`src/design/tqh_pkg.sv`:
```
// tqh_pkg: shared types and constants of the triquadratic hexahedron shape evaluator
// factor formats, product formats and the node label table
// no dependencies
package tqh_pkg;

  localparam int FRAC_BITS = 14;
  localparam int CW        = 16;          // coordinate width
  localparam int EW        = CW + 2;      // extended coordinate for factor math
  localparam int FW        = CW + 2;      // factor width, holds -2u and 3 times 1.0
  localparam int PW        = FW + 1;      // rounded first product
  localparam int QW        = PW + FW;     // full second product
  localparam int NODES     = 27;
  localparam int NODE_W    = 5;
  localparam int SV_W      = 16;          // shape value width
  localparam int DV_W      = 17;          // derivative width

  typedef logic signed [FW-1:0] fac_t;
  typedef logic signed [PW-1:0] prod_t;

  // quadratic factors and derivative factors of one coordinate
  typedef struct packed {
    fac_t [2:0] f;
    fac_t [2:0] df;
  } coord_fac_t;

  typedef struct packed {
    coord_fac_t u;
    coord_fac_t v;
    coord_fac_t w;
  } point_fac_t;

  localparam logic [NODE_W-1:0] NODE_LABEL [NODES] = '{
    5'd0,  5'd16, 5'd4,  5'd8,  5'd22, 5'd12, 5'd1,  5'd17, 5'd5,
    5'd11, 5'd25, 5'd15, 5'd20, 5'd26, 5'd21, 5'd9,  5'd23, 5'd13,
    5'd3,  5'd19, 5'd7,  5'd10, 5'd24, 5'd14, 5'd2,  5'd18, 5'd6
  };

endpackage

```
`src/design/tqh_queue.sv`:
```
// tqh_queue: two-entry queue of factor sets between front and back
// depends on tqh_pkg
module tqh_queue (
  input  logic                clk,
  input  logic                rst_n,
  input  logic                push,
  input  tqh_pkg::point_fac_t push_data,
  input  logic                pop,
  output logic                full,
  output logic                nempty,
  output tqh_pkg::point_fac_t head
);
  import tqh_pkg::*;

  point_fac_t  ent_r [2];
  logic        wr_ptr_r, wr_ptr_nxt;
  logic        rd_ptr_r, rd_ptr_nxt;
  logic [1:0]  cnt_r, cnt_nxt;

  assign full   = (cnt_r == 2'd2);
  assign nempty = (cnt_r != 2'd0);
  assign head   = ent_r[rd_ptr_r];

  always_comb begin
    wr_ptr_nxt = wr_ptr_r;
    rd_ptr_nxt = rd_ptr_r;
    cnt_nxt    = cnt_r;
    if (push) begin
      wr_ptr_nxt = !wr_ptr_r;
    end
    if (pop) begin
      rd_ptr_nxt = !rd_ptr_r;
    end
    if (push && !pop) begin
      cnt_nxt = cnt_r + 2'd1;
    end else if (pop && !push) begin
      cnt_nxt = cnt_r - 2'd1;
    end
  end

  always_ff @(posedge clk) begin
    if (!rst_n) begin
      wr_ptr_r <= 1'b0;
      rd_ptr_r <= 1'b0;
      cnt_r    <= 2'd0;
    end else begin
      wr_ptr_r <= wr_ptr_nxt;
      rd_ptr_r <= rd_ptr_nxt;
      cnt_r    <= cnt_nxt;
    end
    if (push) begin
      ent_r[wr_ptr_r] <= push_data;
    end
  end

endmodule

```
`config.mk`:
```
export PLATFORM = sky130hd
export DESIGN_NAME = tqh_queue
export DESIGN_NICKNAME = d
export VERILOG_FILES = /design/src/design/tqh_pkg.sv /design/src/design/tqh_queue.sv
export SDC_FILE = /design/constraint.sdc
export NUM_CORES = 1
export LEC_CHECK = 0
export ABC_AREA = 1
export BUFFER_PORTS_ARGS = -buffer_cell sky130_fd_sc_hd__buf_2
export CORE_AREA = 2 2 257 259
export DETAILED_ROUTE_END_ITERATION = 7
export DIE_AREA = 0 0 259 261
export GPL_ROUTABILITY_DRIVEN = 0
export MAX_ROUTING_LAYER = met4
export SLEW_MARGIN = 20
export SYNTH_ARGS = -nofsm -noshare
export SYNTH_HDL_FRONTEND = slang
export SYNTH_SLANG_ARGS = --single-unit
```
`constraint.sdc`:
```
create_clock -name clk -period 31.4 [get_ports clk]
set_input_delay 1.57 -clock clk [delete_from_list [all_inputs] [get_ports clk]]
set_output_delay 1.57 -clock clk [all_outputs]
set_load 0.01 [all_outputs]
```
## Word level (Yosys, flattened, before mapping)

Memory sizes are Yosys's and may differ from the RTL's. A register that Yosys moved wholly into a read port is not among the register bits.
Cells that the tools add are included.

- Bits in writable memories: 648
- Memories kept: 1
- Register bits after elaboration: 4
- Logic and storage cells: 21
- Bits of input ports: 328
- Output and inout port bits: 326

Memories:

| name | depth | bits a word | rd ports | clocked after Yosys merged registers in | write ports | RTL line | source |
|---|---|---|---|---|---|---|---|
| ent_r | 2 | 324 | 1 | 1 | 1 | tqh_queue.sv:15 | `point_fac_t ent_r [2];` |

- Eq/ne operators: 1
- Reduce and logical (&&, ||, !) cells: 8
- $add $sub $neg: 2
- Multiplexer cells: 6

Operators with widths:

| cell | count |
|---|---|
| 1-bit zero test | 4 |
| 1-bit two-way mux | 4 |
| 2-bit two-way mux | 2 |
| 2-bit nonzero test | 2 |
| 2-bit by 1-bit adder with 2-bit output, second input constant | 1 |
| 2-bit equality test, second input constant | 1 |
| 1-bit logical AND | 2 |
| 2-bit by 1-bit subtractor with 2-bit output, second input constant | 1 |

## Depth between registers and ports, before layout

- Depth after elaboration: 4
- Mapped depth: 8
- Depth with buffers taken out: 8

## Least setup slack after synthesis

OpenSTA, ideal clock, no wires.

- Path kind: input to register
- Start: in push
- End: mem ent_r[0][0] (netlist bit) (enable)
- Stages: 2
- Arrival time: 15.140 ns
- Path slack: 15.234 ns
- Library setup time: 1.025 ns
- Path buffers: 0
- Required time: 30.375 ns
- Cells stage by stage: inv_1 -> nor2_1

- Longest elaborated chain between the ends: 2

RTL lines:

| element | RTL line | source |
|---|---|---|
| from (decl) | tqh_queue.sv:6 | `input logic push,` |
| 1-bit two-way mux | tqh_queue.sv:51 | `if (push) begin` |
| 1-bit two-way mux (implied by the code) | tqh_queue.sv:52 | `ent_r[wr_ptr_r] <= push_data;` |
| to (decl) | tqh_queue.sv:15 |  |

No other way between the ends.

==> key figures <==
Outcome
  • Outcome: finished, final reports clean

Synth
  • Number of synthesis warnings: 0
  • Post-synthesis area per instance: 22.7 um^2
  • Number of standard cells after synthesis: 1043
  • Synthesized netlist net count: 1372
  • Total standard cell area after synthesis: 0.0237 mm^2
  • Sequential-to-total area share from yosys stat: 82.5%
  • Number of storage elements in the synthesis netlist: 653
  • Library cells used by synthesis: 13

STA
  • Number of failing hold endpoints at the final stage: 0
  • Worst slew margin relative to its limit: 15.6%
  • Clock skew after layout: 0.0150 ns
  • Total of endpoints with negative setup slack in the final report: 0
  • Setup TNS: 0 ns
  • Setup repair after global routing missed its margin: no
  • Max-slew violation count: 0
  • Worst-margin pin slew: 1.27 ns
  • Fmax: 196 MHz
  • Tcrit/Tclk final: 16.2%
  • Crit path time final: 5.10 ns

CTS
  • Post-CTS Setup Inserts: 0
  • CTS tree: built
  • CTS H-tree lvls: 3
  • Resized cells post-CTS: 0
  • CTS max path bufs: 3
  • Clock sinks: 653
  • Clock buffer count from CTS: 70
  • Clk Latency, worst-skew pair: 0.60 ns
  • Post-cts hold buffer count: 0
  • Clock root buffer: clkbuf_16
  • Clock slew at reported path FFs: 0.06 ns

Die
  • Row cnt: 94
  • DIE AREA: 0.0676 mm^2
  • Floorplan Core Area: 0.0650 mm^2
  • Die extent in y: 261 um
  • Die X: 259 um
  • Initial Util: 36.4%
  • I/O pin total: 654

Detailed routing
  • Met2 wire length: 28500 um
  • Detail-routed via count per cell: 4.58
  • DRT iter0 DRCs: 791
  • Top Layer Used: met4
  • DRC: 0
  • WL met1: 20600 um
  • Total vias in the final route: 12237
  • Met3 WL: 4330 um
  • Number of detailed-route iterations in the first pass: 5
  • Remaining antenna violation count: 0
  • Final wirelength: 55300 um
  • DR WL/cell: 20.7 um

Cells and area
  • Post-layout utilization of the core: 46.3%
  • Seq. cell area: 0.0196 mm^2
  • Fraction of layout instances using a drive strength above 1: 60.8%
  • Area added between synthesis and finish: 27.0%
  • Fillers: 5618
  • Multi-input combinational cell area: 0.00375 mm^2
  • Non-Filler Instances: 2674
  • Number of nets in the finished design: 2071

Placement
  • Cells after DPL: 2534
  • DP HPWL: 38200 um
  • Port Buffer Count: 653

Setup path
  • Cell count along the critical path: 4
  • Number of buffer and inverter instances along the worst setup path: 3
  • Sort of element at the start of the critical path: flop
  • Highest net fanout along the worst path: 69
  • Critical Path RT: 29.83 ns
  • Register-to-Register Path Depth: 4
  • Kind of critical path: reg2out
  • Crit-path most repeated cell: buf_4
  • Critical register-to-register path endpoint: ent_r[1][275]$_DFFE_PP_
  • Critical path endpoint category: primary output
  • Data arrival time of the critical path: 3.53 ns
  • Largest stage delay on the critical path: 0.80 ns
  • R2R Path Start: wr_ptr_r$_SDFFE_PN0P_
  • Setup slack on the worst flop-to-flop path: 27.81 ns
  • Top delay family on crit path: buffers and inverters
  • CP Capture Point: head[280]
  • Cell with the largest stage delay on the worst path: buf_4
  • CP Cell Sequence: buf_4, buf_4, mux2_2, buf_2

Global route
  • Initial antenna violation count: 15
  • All-Layer GR Usage: 16.0%
  • Vias in the first global route: 12886
  • First-pass GRT wire length: 78300 um
  • Total congestion overflow after global routing: 0
  • Largest net degree at the start of global routing: 161

Power
  • Leakage: 11.2 nW
  • Worst IR Drop VDD: 0.0504 mV
  • Power consumption: 0.00200 W
  • Total power divided by cell area: 66.6 mW/mm^2

Run
  • Max Cap Violations: 0

Hold path
  • Min-Delay Path Class: reg2reg
-- cell usage in the layout (no fill, tap or decap), drive strengths merged --
master / n
a21oi: 1
buf: 663
bufinv: 6
clkbuf: 82
clkinv: 29
clkinvlp: 4
dfxtp: 5
diode: 15
edfxtp: 648
ha: 1
inv: 12
mux2: 324
nand2: 9
nand3: 1
nand4: 1
nor2: 8
o21ai: 1
-- synthesized netlist by cell type --
master / number / area (um^2)
a21oi_1: 1 / 5.00
buf_2: 6 / 30.0
buf_6: 30 / 338
dfxtp_1: 5 / 100
edfxtp_1: 648 / 19500
ha_1: 1 / 12.5
inv_1: 8 / 30.0
mux2_2: 324 / 3650
nand2_1: 9 / 33.8
nand3_1: 1 / 5.00
nand4_1: 1 / 6.26
nor2_1: 8 / 30.0
o21ai_0: 1 / 5.00
-- logic make-up after synthesis --
group / synth area share, %
fa+ha+maj: 0.0528
simple gates: 0.317
mux: 15.4
buf+inv: 1.68
flops: 82.5
compound gates: 0.0422
-- per-stage QoR --
stage               setup WS (ns)  hold slack (ns)  instance area, um^2
floorplan                   15.23            0.463                23700
global placement            26.58            0.481                27800
detailed placement          26.56            0.481                27800
CTS                         26.21            0.508                30100
global route                26.06            0.546                30100
finish                      26.30            0.517                30100
-- worst min-delay path by stage --
stage                                  endpoint  slack, ns  depth (start not counted)                   from
after CTS                                  flop       0.51                          2  rd_ptr_r$_SDFFE_PN0P_
after floorplan                            flop       0.46                          2  rd_ptr_r$_SDFFE_PN0P_
after global routing      rd_ptr_r$_SDFFE_PN0P_       0.55                          2  rd_ptr_r$_SDFFE_PN0P_
after detailed placement                   flop       0.48                          2  rd_ptr_r$_SDFFE_PN0P_
final                                      flop       0.52                          2  rd_ptr_r$_SDFFE_PN0P_
after global placement    rd_ptr_r$_SDFFE_PN0P_       0.48                          2  rd_ptr_r$_SDFFE_PN0P_
-- final cells by class --
cell class                 instances  share of cell area [%]
timing repair buffer             663                    11.2
tap                              864                    3.59
antenna                           15                   0.125
inverter                           8                   0.125
clock buffer                      82                    6.14
sequential                       653                    65.0
multi-input combinational        346                    12.5
clock inverter                    43                    1.40
-- worst reg2reg max path: cells and delay by family (launching register included) --
family | cells | cell delay, ns
buf+inv | 3 | 2.54
simple gates | 1 | 0.17
flops | 1 | 0.39
-- state kept, by name, indices dropped and copies added, names as in the netlist, named ones only --
| name | flops |
|---|---|
| cnt_r | 2 |
| ent_r | 648 |
| rd_ptr_r | 1 |
| wr_ptr_r | 1 |
-- power breakdown --
group          total, W  switching [W]  internal (W)
sequential      0.00102      0.0000114       0.00101
clock          0.000807       0.000332      0.000475
combinational  0.000175      0.0000975     0.0000779
-- per-layer routing --
metal / track usage, % / vias to the layer above
met5: - / -
met4: 7.56 / 0
met3: 4.88 / 97
met2: 26.8 / 440
met1: 17.4 / 6107
li1: - / 5593
Power figures use the tool's default switching activity.
