### src/design/tqh_pkg.sv
// tqh_pkg: shared types and constants of the triquadratic hexahedron shape evaluator
// factor formats, product formats and the node label table
// no dependencies
package tqh_pkg;

  localparam int FRAC_BITS = 14;
  localparam int CW        = 16;          // coordinate width
  localparam int EW        = CW + 2;      // extended coordinate for factor math
  localparam int FW        = CW + 2;      // factor width, holds -2u and 3 times 1.0
  localparam int PW        = FW + 1;      // rounded first product
  localparam int QW        = PW + FW;     // full second product
  localparam int NODES     = 27;
  localparam int NODE_W    = 5;
  localparam int SV_W      = 16;          // shape value width
  localparam int DV_W      = 17;          // derivative width

  typedef logic signed [FW-1:0] fac_t;
  typedef logic signed [PW-1:0] prod_t;

  // quadratic factors and derivative factors of one coordinate
  typedef struct packed {
    fac_t [2:0] f;
    fac_t [2:0] df;
  } coord_fac_t;

  typedef struct packed {
    coord_fac_t u;
    coord_fac_t v;
    coord_fac_t w;
  } point_fac_t;

  localparam logic [NODE_W-1:0] NODE_LABEL [NODES] = '{
    5'd0,  5'd16, 5'd4,  5'd8,  5'd22, 5'd12, 5'd1,  5'd17, 5'd5,
    5'd11, 5'd25, 5'd15, 5'd20, 5'd26, 5'd21, 5'd9,  5'd23, 5'd13,
    5'd3,  5'd19, 5'd7,  5'd10, 5'd24, 5'd14, 5'd2,  5'd18, 5'd6
  };

endpackage

### src/design/tqh_front.sv
// tqh_front: input register and per-coordinate factor computation
// pushes one factor set per point into the queue
// depends on tqh_pkg
module tqh_front (
  input  logic                          clk,
  input  logic                          rst_n,
  input  logic                          in_valid,
  output logic                          in_stall,
  input  logic signed [tqh_pkg::CW-1:0] in_coord_u,
  input  logic signed [tqh_pkg::CW-1:0] in_coord_v,
  input  logic signed [tqh_pkg::CW-1:0] in_coord_w,
  input  logic                          q_full,
  output logic                          q_push,
  output tqh_pkg::point_fac_t           q_data
);
  import tqh_pkg::*;

  localparam logic signed [EW-1:0]   ONE_E   = EW'(2 ** FRAC_BITS);
  localparam logic signed [EW-1:0]   HALF_E  = EW'(2 ** (FRAC_BITS - 1));
  localparam logic signed [2*EW-1:0] ONE_SQ  = (2*EW)'(2 ** (2 * FRAC_BITS));
  localparam logic signed [2*EW-1:0] RND_F   = (2*EW)'(2 ** (FRAC_BITS - 1));
  localparam logic signed [2*EW-1:0] RND_F1  = (2*EW)'(2 ** FRAC_BITS);

  logic                  fr_v_r, fr_v_nxt;
  logic signed [CW-1:0]  u_r, v_r, w_r, u_nxt, v_nxt, w_nxt;
  logic                  accept;

  function automatic coord_fac_t calc_fac(input logic signed [CW-1:0] c);
    logic signed [EW-1:0]   ce;
    logic signed [EW-1:0]   cm;
    logic signed [EW-1:0]   cp;
    logic signed [2*EW-1:0] t0;
    logic signed [2*EW-1:0] t1;
    logic signed [2*EW-1:0] t2;
    coord_fac_t             r;
    ce = EW'(c);
    cm = ce - ONE_E;
    cp = ce + ONE_E;
    t0 = cm * ce + RND_F1;
    t1 = cp * ce + RND_F1;
    t2 = ONE_SQ - ce * ce + RND_F;
    // half factor folded into one more shift bit
    r.f[0]  = FW'(t0 >>> (FRAC_BITS + 1));
    r.f[1]  = FW'(t1 >>> (FRAC_BITS + 1));
    r.f[2]  = FW'(t2 >>> FRAC_BITS);
    r.df[0] = FW'(ce - HALF_E);
    r.df[1] = FW'(ce + HALF_E);
    r.df[2] = FW'(-(ce <<< 1));
    return r;
  endfunction

  assign q_push   = fr_v_r && !q_full;
  assign in_stall = fr_v_r && q_full;
  assign accept   = in_valid && !in_stall;

  always_comb begin
    fr_v_nxt = fr_v_r;
    u_nxt    = u_r;
    v_nxt    = v_r;
    w_nxt    = w_r;
    if (q_push) begin
      fr_v_nxt = 1'b0;
    end
    if (accept) begin
      fr_v_nxt = 1'b1;
      u_nxt    = in_coord_u;
      v_nxt    = in_coord_v;
      w_nxt    = in_coord_w;
    end
  end

  always_comb begin
    q_data.u = calc_fac(u_r);
    q_data.v = calc_fac(v_r);
    q_data.w = calc_fac(w_r);
  end

  always_ff @(posedge clk) begin
    if (!rst_n) begin
      fr_v_r <= 1'b0;
    end else begin
      fr_v_r <= fr_v_nxt;
    end
    u_r <= u_nxt;
    v_r <= v_nxt;
    w_r <= w_nxt;
  end

endmodule

### config.mk
export PLATFORM = sky130hd
export DESIGN_NAME = tqh_front
export DESIGN_NICKNAME = d
export VERILOG_FILES = /design/src/design/tqh_pkg.sv /design/src/design/tqh_front.sv
export SDC_FILE = /design/constraint.sdc
export NUM_CORES = 2
export LEC_CHECK = 0
export ABC_AREA = 1
export BUFFER_PORTS_ARGS = -buffer_cell sky130_fd_sc_hd__buf_2
export CORE_MARGIN = 2
export CORE_UTILIZATION = 55
export CTS_CLUSTER_DIAMETER = 50
export DETAILED_ROUTE_END_ITERATION = 16
export HOLD_SLACK_MARGIN = 0.1
export PLACE_DENSITY = 0.73
export SKIP_LAST_GASP = 1
export SLEW_MARGIN = 20
export SYNTH_ARGS = -nofsm -noshare
export SYNTH_HDL_FRONTEND = slang
export SYNTH_SLANG_ARGS = --single-unit
export TNS_END_PERCENT = 100
### constraint.sdc
create_clock -name clk -period 10.71 [get_ports clk]
set_input_delay 1.6065 -clock clk [delete_from_list [all_inputs] [get_ports clk]]
set_output_delay 1.6065 -clock clk [all_outputs]
set_load 0.01 [all_outputs]
======== After elaboration in Yosys (flattened, before gate mapping) ========
Index checks and enable logic that the tools add are counted.
cells by class
  add/subtract/negate cells ............... 27
  multipliers ............................. 9
  multiplexer cells ....................... 2
  reductions and logical operators ........ 6
operator list
  operator                number
  $add 33x16->33 const B  6
  $mul 17x16->33          6
  $add 32x15->32 const B  3
  $mul 16x16->32          3
  $sub 30x32->32 const A  3
  $neg 17->18             3
  $add 16x15->17 const B  3
  $add 16x16->17 const B  3
  $sub 16x15->17 const B  3
  $sub 16x16->17 const B  3
  $logic_and 1x1->1       3
  $logic_not 1->1         2
  $mux 1                  2
  $reduce_bool 2->1       1
storage, ports and cells
  flip-flop bits (word level) ............. 49
  input port bits ......................... 52
  output and inout port bits .............. 326
  word-level logic and storage cells ...... 48

======== Logic depth before layout (Yosys ltp) ========
  depth after elaboration ................. 4
  mapped depth ............................ 32
  mapped depth without buffers ............ 28

======== Worst setup path before layout ========
No wires, ideal clock.
  path type ............................... reg-to-output
  start ................................... register v_r[15]
  end ..................................... output q_data[168] in the netlist's numbering
  arrival ................................. 6.503 ns
  data required time ...................... 9.104 ns
  slack ................................... 2.600 ns
  cell stages (with the launch flop) ...... 28
  path buffers ............................ 4
  cells stage by stage .................... edfxtp_1 -> clkbuf_1 -> clkinv_1 -> clkbuf_1 -> ha_1 -> clkbuf_1 -> buf_1 -> nor2_1 -> fa_1 -> inv_1 -> fa_1 -> inv_1 -> fa_1 -> inv_1 -> fa_1 -> inv_1 -> fa_1 -> inv_1 -> fa_1 -> inv_1 -> ha_1 -> nand2_1 -> nor2_1 -> inv_1 -> nor2_1 -> nand3_1 -> nand3_1 -> xor2_1
RTL lines
  what                      line             text
  start: declaration        tqh_front.sv:25  logic signed [CW-1:0] u_r, v_r, w_r, u_nxt, v_nxt, w_nxt;
  start signal: assignment  tqh_front.sv:85  v_r <= v_nxt;
  end: declaration          tqh_front.sv:14  output tqh_pkg::point_fac_t q_data

==> impl_metrics.py <==
metrics = {
    "run": {
        "drv_cap": 0,
    },
    "floorplan": {
        "die_x_um": 378,
        "core_sq_mm": 0.139,
        "die_h_um": 378,
        "core.rowCount": 137,
        "die_area_sq_mm": 0.143,
        "ios": 378,
        "initial_core_util_pct": 55.2,
    },
    "sta": {
        "hold_violations": 0,
        "hold_ws_ns": 0.512,
        "setup_ws_ns": 1.45,
        "worst_pin_slew_ns": 1.02,
        "setup_tns_ns": 0,
        "period_minus_slack_ns": 9.26,
        "drv_slew": 0,
        "clock-skew-final_ns": 0.0345,
        "fmax_mhz": 108,
        "rsz0062_at_grt": "no",
        "setup_violations": 0,
        "maxSlewHeadroom_pct": 32.3,
        "period_share_pct": 86.5,
    },
    "synth": {
        "yosys.area.top_type": "fa_1",
        "synth_fa_ha_area_share_pct": 59.8,
        "synth_compound_area_share_pct": 3.71,
        "netlist_instances": 9521,
        "synth_edf_count": 48,
        "synth-async-reset-ratio_pct": 0,
        "synth-xor-area-share_pct": 2.43,
        "synth_top_family_by_area": "adder cells",
        "synthTopCellsByCount": "inv_1, fa_1, nand2_1",
        "synth_area_sq_mm": 0.0768,
        "netlist-cell-type-count": 47,
        "ys_seq_area_share_pct": 1.90,
        "synth_top_area_share_pct": 48.1,
        "ys_ff_latch": 49,
        "synthMuxAreaShare_pct": 0,
        "syn_avg_cell_area_sq_um": 8.07,
        "synthSimpleGateAreaFrac_pct": 15.2,
        "ys_warn_count": 0,
        "synth_area_leaders": "fa_1, inv_1, ha_1",
        "synthFlopType": "edfxtp_1",
        "synth_most_common_cell": "inv_1",
    },
    "placement": {
        "port_buffers": 374,
        "dp_slack_ns": 1.88,
        "dpl_cell_area_sq_mm": 0.0803,
        "place_congestion": 1.01,
        "post-dp-hpwl_um": 200000,
    },
    "worst_setup_path": {
        "startpoint_type": "flip-flop",
        "arrival_ns": 7.66,
        "end_kind": "output pin",
        "critPathSlowestCell": "ha_1",
        "cpLargestDelayFamily": "adder cells",
        "path_max_fanout": 26,
        "cp_cell_sequence": "buf_4, ha_1, inv_1, nand2_1, fa_1, fa_1, inv_1, fa_1, fa_1, fa_1, inv_1, fa_1, inv_1, ha_1, nand2_1, nor2_1, nand2_1, nor4_1, nand2_1, nand2_1, nand2_1, nand2_1, buf_2",
        "cp.required_ns": 9.10,
        "critPathMaxStageDelay_ns": 0.79,
        "crit_path_frequent_cell": "nand2_1",
        "cp_num_buf_inv": 6,
        "setup.worst_path.class": "flip-flop to output pin",
    },
    "final_layout": {
        "drive_gt1_share_pct": 5.62,
        "fin_area_sq_mm": 0.0804,
        "syn_to_final_growth_pct": 4.74,
        "finalNetCount": 12400,
    },
    "status": {
        "status": "finished clean",
    },
    "min_path": {
        "hp-class": "flip-flop to flip-flop",
    },
    "clock_network": {
        "cts_resized": 0,
        "cts_root_buffer": "clkbuf_16",
        "cts_buffers": 5,
        "clkSinkCount": 49,
        "holdBufCountCts": 0,
        "cts.clk_slew.worst_paths_ns": 0.12,
        "post-cts-setup-buffer-count": 0,
        "h-tree-depth": 2,
        "insertion_delay_ns": 0.40,
        "cts_tree": "built",
        "clockBufferDepth": 2,
    },
    "grt": {
        "grt_usage_pct": 32.9,
        "grt_max_degree": 33,
        "antenna_found_initial": 6,
        "grt_pass1_wl_um": 357000,
        "grt_pass1_vias": 64300,
        "grt_overflow": 0,
    },
    "route": {
        "vias_per_cell": 5.15,
        "drc": 0,
        "wl_per_cell_um": 19.2,
        "dr.pass1.iters": 6,
        "vias": 59900,
        "ant_nets": 0,
        "drt_wl_total_um": 224000,
        "drtIter0Drc": 4322,
    },
}
tightest hold or removal path, stage by stage (launching register included):
cell and delay, ns:
dfxtp_1 0.32, nand2_1 0.07, a21boi_0 0.08
metal layers:
| layer | track usage, % | wire (um) | up-vias |
|---|---|---|---|
| met4 | 16.3 | 13300 | 6 |
| met3 | 6.85 | 18100 | 495 |
| met1 | 41.9 | 88300 | 29500 |
| li1 | - | - | 27500 |
| met5 | 0.274 | 93 | - |
| met2 | 53.2 | 104000 | 2332 |
logic make-up (layout without fill, tap and decap cells):
family | after synthesis | count (layout)
AOI/OAI and AO/OA | 509 | 509
xor gates and xnor gates | 213 | 213
and+or+nand+nor | 2828 | 2828
other | 1 | 12
buffers and inverters | 3357 | 3581
DFF | 49 | 49
adders and majority gates | 2564 | 2564
worst paths after layout:
kind | from | endpoint | slack [ns] | cells after the start
max reg2reg | fr_v_r | w_r[15] | 8.51 | 4
min | fr_v_r | fr_v_r | 0.51 | 2
min reg2reg | fr_v_r | fr_v_r | 0.51 | 2
max | u_r[14] | q_data[282] | 1.45 | 23
layout make-up:
cell class,instances,area (sq um)
antenna,3,7.51
clock buffer,5,125
clock inverter,2,16.3
fill,12800,58600
inverter,3144,11800
multi-input combinational,6123,62400
sequential,49,1460
tap,1876,2350
timing repair buffer,430,2290
state kept, by name (all words and copies together) (netlist names):
name and count:
fr_v_r 1, u_r 16, v_r 16, w_r 16
stage by stage:
| stage | cells | util [%] |
|---|---|---|
| global placement | 11600 | 57.8 |
| global route | 11600 | 57.9 |
| CTS | 11600 | 57.9 |
| floorplan | 9529 | - |
| finish | 11600 | 57.9 |
| detailed placement | 11600 | 57.8 |
placed cells by master (no fill, tap or decap), types with 66 or more instances in the layout:
master	count
nand2_1	1831
nor2_1	491
a21oi_1	250
buf_2	374
nand4_1	66
xor2_1	165
o21ai_0	127
nand3_1	281
inv_1	3122
ha_1	719
fa_1	1844
Power is left out: the tool's default activity adds up to more than one toggle a clock period on the data nets, which glitch-free logic cannot reach.
